==> src/sv/shl_pkg.sv <==
// Shared types and constants for the sorted hit list.
// Holds the command codes and the per-cell control beat; no dependencies.
`default_nettype none

package shl_pkg;

  // Default geometry of the list
  localparam int DEPTH_DEF     = 64;
  localparam int FRAC_BITS_DEF = 16;
  localparam int ID_W          = 16;

  // Command codes on the kind port
  localparam logic [1:0] KIND_INSERT = 2'd0;
  localparam logic [1:0] KIND_POP    = 2'd1;
  localparam logic [1:0] KIND_CLEAR  = 2'd2;

  // Operation broadcast to every cell
  typedef enum logic [1:0] {
    CELL_HOLD,
    CELL_INSERT,
    CELL_POP,
    CELL_CLEAR
  } cell_op_t;

  typedef struct packed {
    cell_op_t op;
    logic     stop_mode;  // cut every hit at or beyond the new key
  } cell_ctl_t;

endpackage

`default_nettype wire

==> src/sv/shl_cell.sv <==
// One slot of the sorted hit list chain.
// Depends on shl_pkg for the control beat; talks to its two neighbors only.
`default_nettype none

module shl_cell
  import shl_pkg::*;
#(
  parameter int KEY_W = FRAC_BITS_DEF + 1
) (
  input  wire              clk,
  input  wire              rst,
  input  cell_ctl_t        ctl,
  input  wire [KEY_W-1:0]  new_key,
  input  wire              new_line,
  input  wire [ID_W-1:0]   new_id,
  input  wire              prev_ge,
  input  wire              prev_valid,
  input  wire [KEY_W-1:0]  prev_key,
  input  wire              prev_line,
  input  wire [ID_W-1:0]   prev_id,
  input  wire              next_valid,
  input  wire [KEY_W-1:0]  next_key,
  input  wire              next_line,
  input  wire [ID_W-1:0]   next_id,
  output logic             ge,
  output logic             valid,
  output logic [KEY_W-1:0] key,
  output logic             line,
  output logic [ID_W-1:0]  id
);

  logic             valid_next;
  logic [KEY_W-1:0] key_next;
  logic             line_next;
  logic [ID_W-1:0]  id_next;

  // Flag an empty slot or a key past the new one (at or past in stop mode)
  always_comb begin
    if (!valid) begin
      ge = 1'b1;
    end else if (ctl.stop_mode) begin
      ge = (key >= new_key);
    end else begin
      ge = (key > new_key);
    end
  end

  // Pick the next slot contents from self, the new hit or a neighbor
  always_comb begin
    valid_next = valid;
    key_next   = key;
    line_next  = line;
    id_next    = id;
    case (ctl.op)
      CELL_INSERT: begin
        if (ge) begin
          if (!prev_ge) begin
            valid_next = 1'b1;
            key_next   = new_key;
            line_next  = new_line;
            id_next    = new_id;
          end else if (ctl.stop_mode) begin
            valid_next = 1'b0;
          end else begin
            valid_next = prev_valid;
            key_next   = prev_key;
            line_next  = prev_line;
            id_next    = prev_id;
          end
        end
      end
      CELL_POP: begin
        valid_next = next_valid;
        key_next   = next_key;
        line_next  = next_line;
        id_next    = next_id;
      end
      CELL_CLEAR: begin
        valid_next = 1'b0;
      end
      default: begin
      end
    endcase
  end

  // Hold slot state; only the valid bit is reset
  always_ff @(posedge clk) begin
    if (rst) begin
      valid <= 1'b0;
    end else begin
      valid <= valid_next;
    end
    key  <= key_next;
    line <= line_next;
    id   <= id_next;
  end

endmodule

`default_nettype wire

==> config.mk <==
export PLATFORM = sky130hd
export DESIGN_NAME = shl_cell
export DESIGN_NICKNAME = d
export VERILOG_FILES = /design/src/sv/shl_pkg.sv /design/src/sv/shl_cell.sv
export SDC_FILE = /design/constraint.sdc
export NUM_CORES = 1
export LEC_CHECK = 0
export ABC_AREA = 1
export BUFFER_PORTS_ARGS = -buffer_cell sky130_fd_sc_hd__buf_2
export CELL_PAD_IN_SITES_DETAIL_PLACEMENT = 0
export CELL_PAD_IN_SITES_GLOBAL_PLACEMENT = 1
export CORE_MARGIN = 2
export CORE_UTILIZATION = 30
export DETAILED_ROUTE_END_ITERATION = 10
export PLACE_DENSITY = 0.92
export SYNTH_ARGS = -nofsm -noshare
export SYNTH_HDL_FRONTEND = slang
export SYNTH_SLANG_ARGS = --single-unit
==> constraint.sdc <==
create_clock -name clk -period 2.95 [get_ports clk]
set_input_delay 0 -clock clk [delete_from_list [all_inputs] [get_ports clk]]
set_output_delay 0 -clock clk [all_outputs]
set_load 0.02 [all_outputs]
# After elaboration in Yosys (flattened, before gate mapping)
# Cells that the tools add are included.
# classes
addsub	0
eq_ne	5
bitwise	0
shifts	0
mul	0
order_cmp	2
reduce_logical	4
div	0
n_mux	18
# ops
op	n
17-bit 2-to-1 mux	3
16-bit 2-to-1 mux	3
17-bit one-hot mux with 2 select lines	1
16-bit one-hot mux with 2 select lines	1
17-bit greater-or-equal comparator	1
17-bit greater-than comparator	1
1-bit 2-to-1 mux	8
2-bit == test, second input constant	2
3-bit != test, second input constant	1
1-bit one-hot mux with 3 select lines	1
3-bit AND reduction	1
3-bit nonzero test	1
2-bit by 1-bit == test with 1-bit output, second input constant	1
2-bit != test, second input constant	1
1-bit one-hot mux with 2 select lines	1
2-bit AND reduction	1
2-bit nonzero test	1
# word_totals
word_cells	33
mem_count	0
latch_bits	0
ramBits	0
mem_bits_ro	0
inputBits	110
regBits	35
out_inout_bits	36

# Depth between registers and ports, before layout
# Gate-level depths: netlist of the first run.
# logic_depth
word_depth	5
ltp_mapped	15
depth_no_buf	15

# Least setup slack after synthesis of the first run
# OpenSTA, ideal clock, no wires.
# synth_path
path_type	reg-to-reg
start	register key[16]
end	register id[0], enable pin
t_required_ps	2561
t_arrival_ps	2141
setup_ps	389
path_slack_ps	420
synth_period_minus_slack_ps	2530
path_stages_with_launch	12
n_path_buf	0
path_cell_list	edfxtp_1 > ha_1 > nand2_2 > nor2_4 > nand3_2 > nor2_2 > nand2_1 > nand2_1 > inv_2 > nand3_2 > nand2_1 > inv_1
# synth_via
elab_chain_cells	5
word_cells_on_any_way	6
classes_between	2 x order compare; 1 x eq/ne; 2 x mux; 1 x reduce/logical
# synth_lines
element	line	source
start: declaration	shl_cell.sv:27	output logic [KEY_W-1:0] key,
start signal: assignment	shl_cell.sv:93	key <= key_next;
17-bit greater-than comparator / 17-bit greater-or-equal comparator (equally long branches)	shl_cell.sv:44, shl_cell.sv:42	
1-bit 2-to-1 mux (*)	shl_cell.sv:41	end else if (ctl.stop_mode) begin
1-bit 2-to-1 mux (*)	shl_cell.sv:39	if (!valid) begin
2-bit != test (no line) (*)	-	
3-bit AND reduction (no line) (*)	-	
end signal: assignment	shl_cell.sv:95	id <= id_next;
end: declaration	shl_cell.sv:29	output logic [ID_W-1:0] id
# Mark *: on every way between the ends. The rest lies on a longest branch, timed or not.
# A chain may end at the register's enable or synchronous reset.

# Worst setup path in the final report of the first run
# layout_path
start	register key[16]
end	register key[13], enable pin
# layout_via
elab_chain_cells	5
word_cells_on_any_way	6
classes_between	2 x order compare; 1 x eq/ne; 2 x mux; 1 x reduce/logical
# layout_lines
element	line
17-bit greater-than comparator / 17-bit greater-or-equal comparator (equally long branches)	shl_cell.sv:44, shl_cell.sv:42
1-bit 2-to-1 mux (*)	shl_cell.sv:41
1-bit 2-to-1 mux (*)	shl_cell.sv:39
2-bit != test (no line) (*)	-
3-bit AND reduction (no line) (*)	-
# Marked as above.

==> results of run 1 <==
==> synth_stat cells <==
library cell / number
nor2_1: 3
inv_2: 3
o21ai_1: 1
buf_2: 6
nand3_1: 1
nor3_1: 1
nor2_2: 3
or2_2: 1
nand2_2: 4
o211ai_1: 16
o21ai_0: 36
nor2_4: 2
a21o_1: 1
buf_4: 1
buf_6: 2
a22oi_1: 1
nand3_2: 4
nand2_1: 82
a21oi_1: 5
edfxtp_1: 34
inv_1: 52
o21a_1: 16
clkbuf_1: 6
ha_1: 17
nand4_2: 1
dfxtp_1: 1
==> state kept, by name (all words and copies together) (netlist names) <==
| register | cells |
|---|---|
| key | 17 |
| id | 16 |
| line | 1 |
| valid | 1 |
==> report_power, final <==
part	internal, W	switching [W]	total [W]
Clock	0.000166	0.000167	0.000333
Sequential	0.000603	0.0000168	0.000620
Combinational	0.000174	0.000225	0.000399
==> through the flow <==
stage	instances	total power [W]	utilization [%]	area, um2
2_1_floorplan	300	0.000868	-	2460
6_report	564	0.00135	43.4	3520
3_3_place_gp	540	0.00101	40.5	3270
3_5_place_dp	540	0.00102	40.5	3270
4_1_cts	564	0.00138	43.4	3520
5_1_grt	564	0.00145	43.4	3520
==> critical path, delay by kind of cell (launching register included) <==
family / cells / cell delay [ns]
DFF: 1 / 0.40
adders and majority gates: 1 / 0.32
buffers and inverters: 3 / 0.41
and+or+nand+nor: 8 / 0.68
==> how the worst min path moves through the flow <==
stage	end	slack (ns)	depth (start not counted)
after detailed placement	id[2]	0.29	3
final	key[2]	0.01	2
after floorplan	id[0]	0.19	2
after global placement	id[2]	0.29	3
after CTS	key[5]	0.0002	2
after global routing	key[2]	0.005	2
==> metal layers <==
| metal | vias to the layer above | GRT usage, % | wire length [um] |
|---|---|---|---|
| li1 | 1302 | - | - |
| met2 | 97 | 27.2 | 3140 |
| met4 | 0 | 3.99 | 32 |
| met5 | - | 0 | 0 |
| met1 | 1121 | 15.7 | 2590 |
| met3 | 2 | 4.87 | 594 |
==> final cells by class <==
type | count | area [um2] | area share [%]
flip-flops and latches | 35 | 1040 | 29.6
well taps | 105 | 131 | 3.74
multi-input cells | 195 | 1130 | 32.2
inverters | 55 | 206 | 5.87
repair buffers | 166 | 923 | 26.3
clock inverters | 1 | 5.00 | 0.142
clock buffers | 7 | 76.3 | 2.17
==> logic make-up (layout without fill, tap and decap cells) <==
kind of cell / count (synthesis) / in the layout / synth area share [%]
simple gates: 102 / 102 / 18.4
fa+ha+maj: 17 / 17 / 8.64
compound gates: 76 / 76 / 18.9
buf+inv: 70 / 229 / 11.7
flops: 35 / 35 / 42.3
==> impl_metrics.csv, run 1 <==
group,metric,value,unit
outcome,run_status,"finished clean",
critical_path,critical_path.slowest_cell,"edfxtp_1",
clock_tree,cts_tree,"done",
floorplan,fp-row-count,33,
sta,finalHoldViolCount,0,
clock_tree,clk_path_buf_depth,2,
critical_path,required,2.91,ns
critical_path,crit_path_start_kind,"register",
finish,final_cell_mix,"buf_2, nand2_1, inv_1",
job,drv_cap,0,
clock_tree,cts.clk_slew.worst_paths,0.07,ns
clock_tree,htree_levels,2,
routing,drc,0,
floorplan,core,0.00809,mm2
floorplan,die_height,94.6,um
clock_tree,cts_setup_buffers,0,
routing,viasPerCell,4.47,
grt,grt_max_degree,38,
hold_path,hp-start,"next_key[2]",
grt,grt-ovfl-total,0,
clock_tree,cts_sinks,35,
clock_tree,cts_resized,0,
sta,finalSetupViolations,0,
sta,fin_hold_ws,0.0108,ns
yosys,synth_area_leaders,"edfxtp_1, nand2_1, ha_1, inv_1, o21ai_0",
sta,max_freq,468,MHz
critical_path,rr_endpoint,"key[13]",
placed_design,dp_hpwl,4.91,mm
yosys,ys_types,26,
yosys,yosysSeqAreaShare,42.3,%
clock_tree,root_buffer,"clkbuf_8",
grt,antenna_found_initial,0,
finish,antenna_cells,0,
critical_path,reg2reg_depth,12,
routing,drt-initial-drc-count,59,
floorplan,initial_core_util,30.4,%
critical_path,critical_path_arrival,2.10,ns
finish,layout-drive-gt1-share,37.9,%
hold_path,hold_class,"in -> reg",
yosys,ys_ff_latch,35,
routing,ant_nets,0,
power,p_per_area,384,mW/mm2
routing,wl,6.36,mm
finish,fillerInstances,840,
sta,finalCritPeriodShare,72.5,%
clock_tree,cts_hold_buf,16,
yosys,syn_area,0.00246,mm2
routing,wl_per_cell,11.3,um
critical_path,path_max_fanout,22,
sta,drv_slew,0,
yosys,netlist_instances,300,
yosys,yosys_warnings,0,
floorplan,die_x,94.6,um
finish,layout_commonest_cell,"buf_2",
sta,rsz0062_at_grt,"no",
placed_design,place_ws,0.776,ns
routing,drt_pass1_iterations,4,
critical_path,path_cells,"ha_1 -> nand2_2 -> nor2_4 -> nand3_2 -> nor2_2 -> nand2_1 -> nand2_1 -> inv_2 -> nand3_2 -> nand2_1 -> inv_1 -> buf_4",
placed_design,gp_congestion,0.801,
clock_tree,cts_buffers,5,
critical_path,endpoint,"key[13]",
grt,grt_pass1_wl,10.3,mm
finish,area_growth_syn_to_layout,42.8,%
critical_path,cpMostUsedCell,"nand2_1",
sta,fin_tns_setup,0,ns
critical_path,crit_type,"reg -> reg",
clock_tree,clkLatencyLatePin,0.28,ns
sta,relSlewSlack,65.4,%
finish,nNetsFinal,585,
critical_path,startpoint,"key[16]",
floorplan,boundaryPins,146,
sta,worst_pin_slew,0.518,ns
sta,fin_crit,2.14,ns
power,peakVddDrop,158,uV
yosys,synth.net_count,427,
grt,first_global_vias,2397,
critical_path,worst_r2r_startpoint,"key[16]",
critical_path,endpoint_kind,"register",
sta,timing.final.ws_setup,0.811,ns
critical_path,r2r_slack,0.81,ns
grt,grt.total_usage,14.6,%
sta,fin_skew,0.00438,ns
yosys,synth_top_cell_area_share,41.5,%
routing,num_vias,2522,
floorplan,die_area,0.00895,mm2
critical_path,cpPeakStageDelay,0.40,ns
power,p_leak,1.80,nW
yosys,syn_area_per_cell,8.21,um2
yosys,yosysTopAreaCell,"edfxtp_1",
placed_design,io_buffers,145,
(Power assumes the default switching activity.)
==> run 2: changes to the inputs <==
ABC_AREA = 0   (was 1)
CORE_UTILIZATION = 27   (was 30)
PLACE_DENSITY = 0.88   (was 0.92)
clock period = 1.8 ns   (was 2.95 ns; I/O delays follow)
==> run 2 against run 1 <==
- the flow now finishes with violations (setup timing)
- wire length increased by 12%
- maximum frequency fell by 5.0%
- sequential power up 65%
- worst setup slack worse by 1.3 ns
==> impl_metrics.csv, run 2 <==
group,metric,value,unit
critical_path,path_cells,"ha_4 -> and4_4 -> nand3_4 -> buf_6 -> or4_4 -> buf_6 -> a31o_4",
finish,biggestRegsByFlops,"key x17, id x16",
clock_tree,cts_sinks,35,
yosys,yosysSeqAreaShare,46.0,%
grt,grt.total_usage,15.3,%
placed_design,io_buffers,145,
power,p_leak,1.75,nW
clock_tree,clkLatencyLatePin,0.28,ns
critical_path,r2r_slack,-0.45,ns
floorplan,die_height,95.5,um
routing,num_vias,2291,
yosys,syn_area_per_cell,10.1,um2
finish,final_cell_mix,"buf_2, nand2_1, mux2i_1, edfxtp_1, o21ai_1",
finish,layout-drive-gt1-share,47.1,%
sta,fin_hold_ws,0.00713,ns
finish,antenna_cells,0,
routing,drt-initial-drc-count,74,
critical_path,endpoint_kind,"register",
placed_design,gp_congestion,0.771,
yosys,synth_area_leaders,"edfxtp_1, mux2i_1, ha_1, o21ai_1, nand2_1",
sta,drv_slew,0,
finish,largest_register,"key",
finish,fillerInstances,820,
yosys,synth_edf_count,34,
yosys,synthFlopType,"edfxtp_1",
sta,worst_pin_slew,1.29,ns
grt,grt_max_degree,39,
yosys,synth_top_cell_area_share,45.2,%
routing,viasPerCell,4.53,
sta,relSlewSlack,13.2,%
yosys,yosysTopAreaCell,"edfxtp_1",
sta,fin_skew,0.00764,ns
grt,grt-ovfl-total,0,
finish,nNetsFinal,527,
job,drv_cap,0,
critical_path,cpMostUsedCell,"buf_6",
clock_tree,clk_path_buf_depth,2,
sta,finalCritPeriodShare,125,%
critical_path,cpPeakStageDelay,0.43,ns
finish,layout_commonest_cell,"buf_2",
sta,finalHoldViolCount,0,
routing,drt_pass1_iterations,6,
sta,fin_crit,2.25,ns
clock_tree,cts_buffers,5,
placed_design,dp_hpwl,4.99,mm
power,p_per_area,628,mW/mm2
floorplan,die_x,95.5,um
placed_design,dpl.cell_count,474,
critical_path,critical_path_arrival,2.29,ns
outcome,run_status,"finished with violations",
finish,largest_reg_flops,17,
routing,ant_nets,0,
yosys,netlist_instances,224,
yosys,yosysMostFrequentCell,"nand2_1",
clock_tree,root_buffer,"clkbuf_8",
sta,max_freq,444,MHz
yosys,syn_area,0.00226,mm2
grt,first_global_vias,2260,
grt,grt_pass1_wl,10.6,mm
floorplan,fp-row-count,33,
routing,wl_per_cell,14.1,um
critical_path,crit_path_start_kind,"register",
clock_tree,cts_tree,"done",
yosys,synth.net_count,351,
floorplan,initial_core_util,27.7,%
finish,final-seq-area,0.00104,mm2
finish,area_growth_syn_to_layout,59.3,%
routing,wl,7.12,mm
critical_path,path_max_fanout,8,
outcome,violations,"setup timing",
power,peakVddDrop,276,uV
sta,rsz0062_at_grt,"yes",
sta,finalSetupViolations,36,
yosys,ys_top_cells_by_count,"nand2_1, edfxtp_1, mux2i_1, o21ai_1, inv_1",
yosys,ys_ff_latch,35,
floorplan,core,0.00818,mm2
power,p_total,0.00226,W
critical_path,crit_type,"reg -> reg",
critical_path,required,1.84,ns
sta,timing.final.ws_setup,-0.452,ns
floorplan,die_area,0.00912,mm2
routing,drc,0,
hold_path,hold_class,"in -> reg",
clock_tree,htree_levels,2,
yosys,ys_types,29,
floorplan,boundaryPins,146,
yosys,yosys_warnings,0,
yosys,synthArstFlopShare,0,%
critical_path,critical_path.slowest_cell,"edfxtp_1",
finish,instances_no_fill,506,
grt,antenna_found_initial,0,
finish,multi_input_area,0.00126,mm2
clock_tree,cts.clk_slew.worst_paths,0.07,ns
finish,post-route-util,44.0,%
-- run 2: cell types whose count changed in the layout (fill, tap and decap cells not counted), sizes merged, moves of 6 or more --
cell    delta
nand2     -46
inv       -36
mux2i     +34
o211ai    -16
o21a      -16
buf       +13
a31o       +6
-- run 2: routing by layer --
metal	wire, um	share of wire, %	track usage (%)
met5	0	0	0
met4	48	0.67	3.57
met3	567	8.0	4.11
met2	3650	51	29.1
met1	2860	40	16.8
-- run 2: worst paths after layout --
kind | start | depth (start not counted) | to
hold / removal | next_key[12] | 3 | key[12]
hold reg to reg | valid | 4 | valid
setup reg to reg | key[7] | 7 | id[0]
setup / recovery | key[7] | 7 | id[0]
-- run 2: worst max-delay path, delay by kind of cell (launching register included) --
| kind | cells | cell delay [ns] |
|---|---|---|
| compound gates | 1 | 0.28 |
| fa+ha+maj | 1 | 0.29 |
| buf+inv | 2 | 0.28 |
| flops | 1 | 0.43 |
| simple gates | 3 | 0.72 |
-- run 2: timing repair --
action                                  CTS  global route
gates cloned                              5             0
endpoints found under the hold margin    13             0
hold buffers                             13             0
buffers inserted                          5             1
endpoints found under the setup margin   36            36
pin swaps                                 9             6
resized for setup                        15             5
-- run 2: power by group --
group / switching (W) / leakage (nW) / internal, W
logic: 0.000364 / 1.37 / 0.000328
registers: 0.0000292 / 0.337 / 0.000986
clock network: 0.000282 / 0.0422 / 0.000272
-- run 2: area by class of cell --
cell class                      instances  share of cell area (%)
Tap cell                              105                    3.65
Timing Repair Buffer                  176                    28.2
Multi-Input combinational cell        163                    35.0
Clock buffer                            7                    2.12
Clock inverter                          1                   0.139
Sequential cell                        35                    28.9
Inverter                               19                    1.98
-- run 2: through the flow --
step | cell area [um2] | setup slack (ns) | TNS [ns]
after floorplan | 2270 | -0.494 | -16.93
after global placement | 3180 | -0.495 | -17.18
after detailed placement | 3180 | -0.575 | -19.97
after CTS | 3550 | -0.508 | -17.63
after global routing | 3600 | -0.518 | -17.83
final | 3600 | -0.452 | -15.60
-- run 2: kinds of logic (layout without fill, tap and decap cells) --
| logic type | after synthesis | in the layout | share of synthesized area, % |
|---|---|---|---|
| muxes | 34 | 34 | 15.1 |
| buffers and inverters | 31 | 203 | 5.48 |
| adders and majority gates | 17 | 17 | 9.41 |
| and+or+nand+nor | 55 | 55 | 10.8 |
| AOI/OAI and AO/OA | 52 | 57 | 13.2 |
| DFF | 35 | 35 | 46.0 |
==> run 3: changes to the inputs <==
CORE_UTILIZATION = 32   (was 27)
PLACE_DENSITY = 0.95   (was 0.88)
clock period = 2.75 ns   (was 1.8 ns; I/O delays follow)
==> run 3 against run 2 <==
- the flow now finishes without violations
- clock-buffer cell count grew 1
- wire length shrank 13%
- combinational power shrank 43%
- die area shrank 15%
- highest routed layer unchanged
==> impl_metrics.csv, run 3 (same netlist as run 2, synthesis figures left out) <==
group,metric,value,unit
clock_tree,clk_path_buf_depth,2,
power,p_per_area,424,mW/mm2
finish,largest_register,"key",
critical_path,endpoint_kind,"register",
floorplan,fp-row-count,30,
finish,biggestRegsByFlops,"key x17, id x16",
finish,layout-drive-gt1-share,41.8,%
clock_tree,cts.clk_slew.worst_paths,0.07,ns
critical_path,r2r_slack,0.29,ns
critical_path,worst_r2r_startpoint,"key[6]",
finish,antenna_cells,0,
placed_design,place_ws,0.00171,ns
routing,drc,0,
sta,worst_pin_slew,0.609,ns
grt,grt-ovfl-total,0,
job,drv_cap,0,
finish,largest_reg_flops,17,
sta,max_freq,407,MHz
grt,grt_pass1_wl,9.32,mm
placed_design,dp_hpwl,4.76,mm
sta,finalHoldViolCount,0,
power,peakVddDrop,176,uV
finish,nNetsFinal,509,
routing,viasPerCell,4.58,
routing,drt_pass1_iterations,4,
hold_path,hp-start,"next_id[15]",
finish,fillerInstances,679,
critical_path,startpoint,"key[6]",
hold_path,whs_endpoint,"id[15]",
critical_path,reg2reg_depth,6,
floorplan,initial_core_util,33.1,%
critical_path,rr_endpoint,"key[14]",
hold_path,whs_path_depth,3,
placed_design,io_buffers,145,
floorplan,die_x,88.1,um
critical_path,critical_path_arrival,2.38,ns
finish,area_growth_syn_to_layout,47.0,%
floorplan,die_area,0.00775,mm2
grt,grt_max_degree,69,
sta,rsz0062_at_grt,"no",
power,p_leak,1.64,nW
sta,fin_tns_setup,0,ns
routing,num_vias,2195,
grt,antenna_found_initial,0,
clock_tree,cts_tree,"done",
sta,relSlewSlack,59.4,%
clock_tree,clkLatencyLatePin,0.28,ns
clock_tree,cts_sinks,35,
floorplan,core,0.00683,mm2
critical_path,required,2.67,ns
sta,fin_skew,0.00742,ns
floorplan,boundaryPins,146,
outcome,run_status,"finished clean",
sta,finalSetupViolations,0,
critical_path,path_max_fanout,34,
grt,first_global_vias,2149,
placed_design,gp_congestion,0.770,
routing,ant_nets,0,
sta,timing.final.ws_setup,0.291,ns
critical_path,crit_path_start_kind,"register",
routing,wl,6.17,mm
sta,finalCritPeriodShare,89.4,%
routing,drt-initial-drc-count,95,
grt,grt.total_usage,15.5,%
hold_path,hold_class,"in -> reg",
finish,instances_no_fill,479,
power,p_total,0.00141,W
sta,fin_crit,2.46,ns
placed_design,dpl.cell_count,456,
sta,drv_slew,0,
clock_tree,htree_levels,2,
finish,layout_commonest_cell,"buf_2",
clock_tree,cts_buffers,5,
clock_tree,root_buffer,"clkbuf_8",
critical_path,crit_type,"reg -> reg",
finish,final_cell_mix,"buf_2, nand2_1, mux2i_1, edfxtp_1, o21ai_1",
floorplan,die_height,88.1,um
routing,wl_per_cell,12.9,um
==> run 3: cell count changes in the layout (fill, tap and decap cells not counted), moves of 2 or more <==
cell	change
buf_4	-10
buf_6	-6
a31o_4	-4
ha_1	+3
ha_4	-3
dlygate4sd3_1	+2
==> run 3: through the flow <==
stage / util [%] / instance area [um2] / hold slack (ns)
5_1_grt: 48.6 / 3320 / 0.0128
3_3_place_gp: 45.1 / 3080 / 0.172
4_1_cts: 48.6 / 3320 / 0.00194
3_5_place_dp: 45.1 / 3080 / 0.168
6_report: 48.6 / 3320 / 0.00998
2_1_floorplan: - / 2260 / 0.0679
==> run 3: critical path: stages, from the launching register on <==
cell and delay [ns]:
edfxtp_1 0.40, ha_1 0.31, and4_1 0.21, nand3_1 0.11, o311a_1 0.36, o21ai_1 0.20, a31o_4 0.51
==> run 3: worst max-delay path by stage <==
stage                     endpoint  slack, ns
after floorplan              id[0]       0.12
after global placement       id[1]       0.10
after detailed placement     id[1]      0.002
after CTS                    id[8]       0.26
after global routing         id[8]       0.12
final                      key[14]       0.29
==> run 3: per-layer routing <==
metal | up-vias | part of all wire (%) | global-route usage (%)
met5 | - | 0 | 0
met4 | 0 | 1.7 | 4.96
met3 | 8 | 6.6 | 4.05
met2 | 85 | 55 | 30.0
met1 | 982 | 37 | 16.1
li1 | 1120 | - | -
==> run 3: layout make-up <==
| class | count | area, um2 | area share (%) |
|---|---|---|---|
| clock buffers | 8 | 80.1 | 2.41 |
| multi-input cells | 158 | 1110 | 33.5 |
| well taps | 96 | 120 | 3.61 |
| inverters | 19 | 71.3 | 2.15 |
| repair buffers | 163 | 898 | 27.0 |
| flip-flops and latches | 35 | 1040 | 31.3 |
==> run 3: power breakdown <==
group	internal (W)	total (W)	switching, W
clock	0.000180	0.000351	0.000171
sequential	0.000646	0.000665	0.0000184
combinational	0.000179	0.000393	0.000213
==> run 3: what timing repair did <==
item / in CTS / in global routing
buffers inserted: 0 / 0
endpoints found under the hold margin: 15 / 0
setup endpoints to repair: 9 / 0
hold buffers: 15 / 0
gates resized for setup: 1 / 0
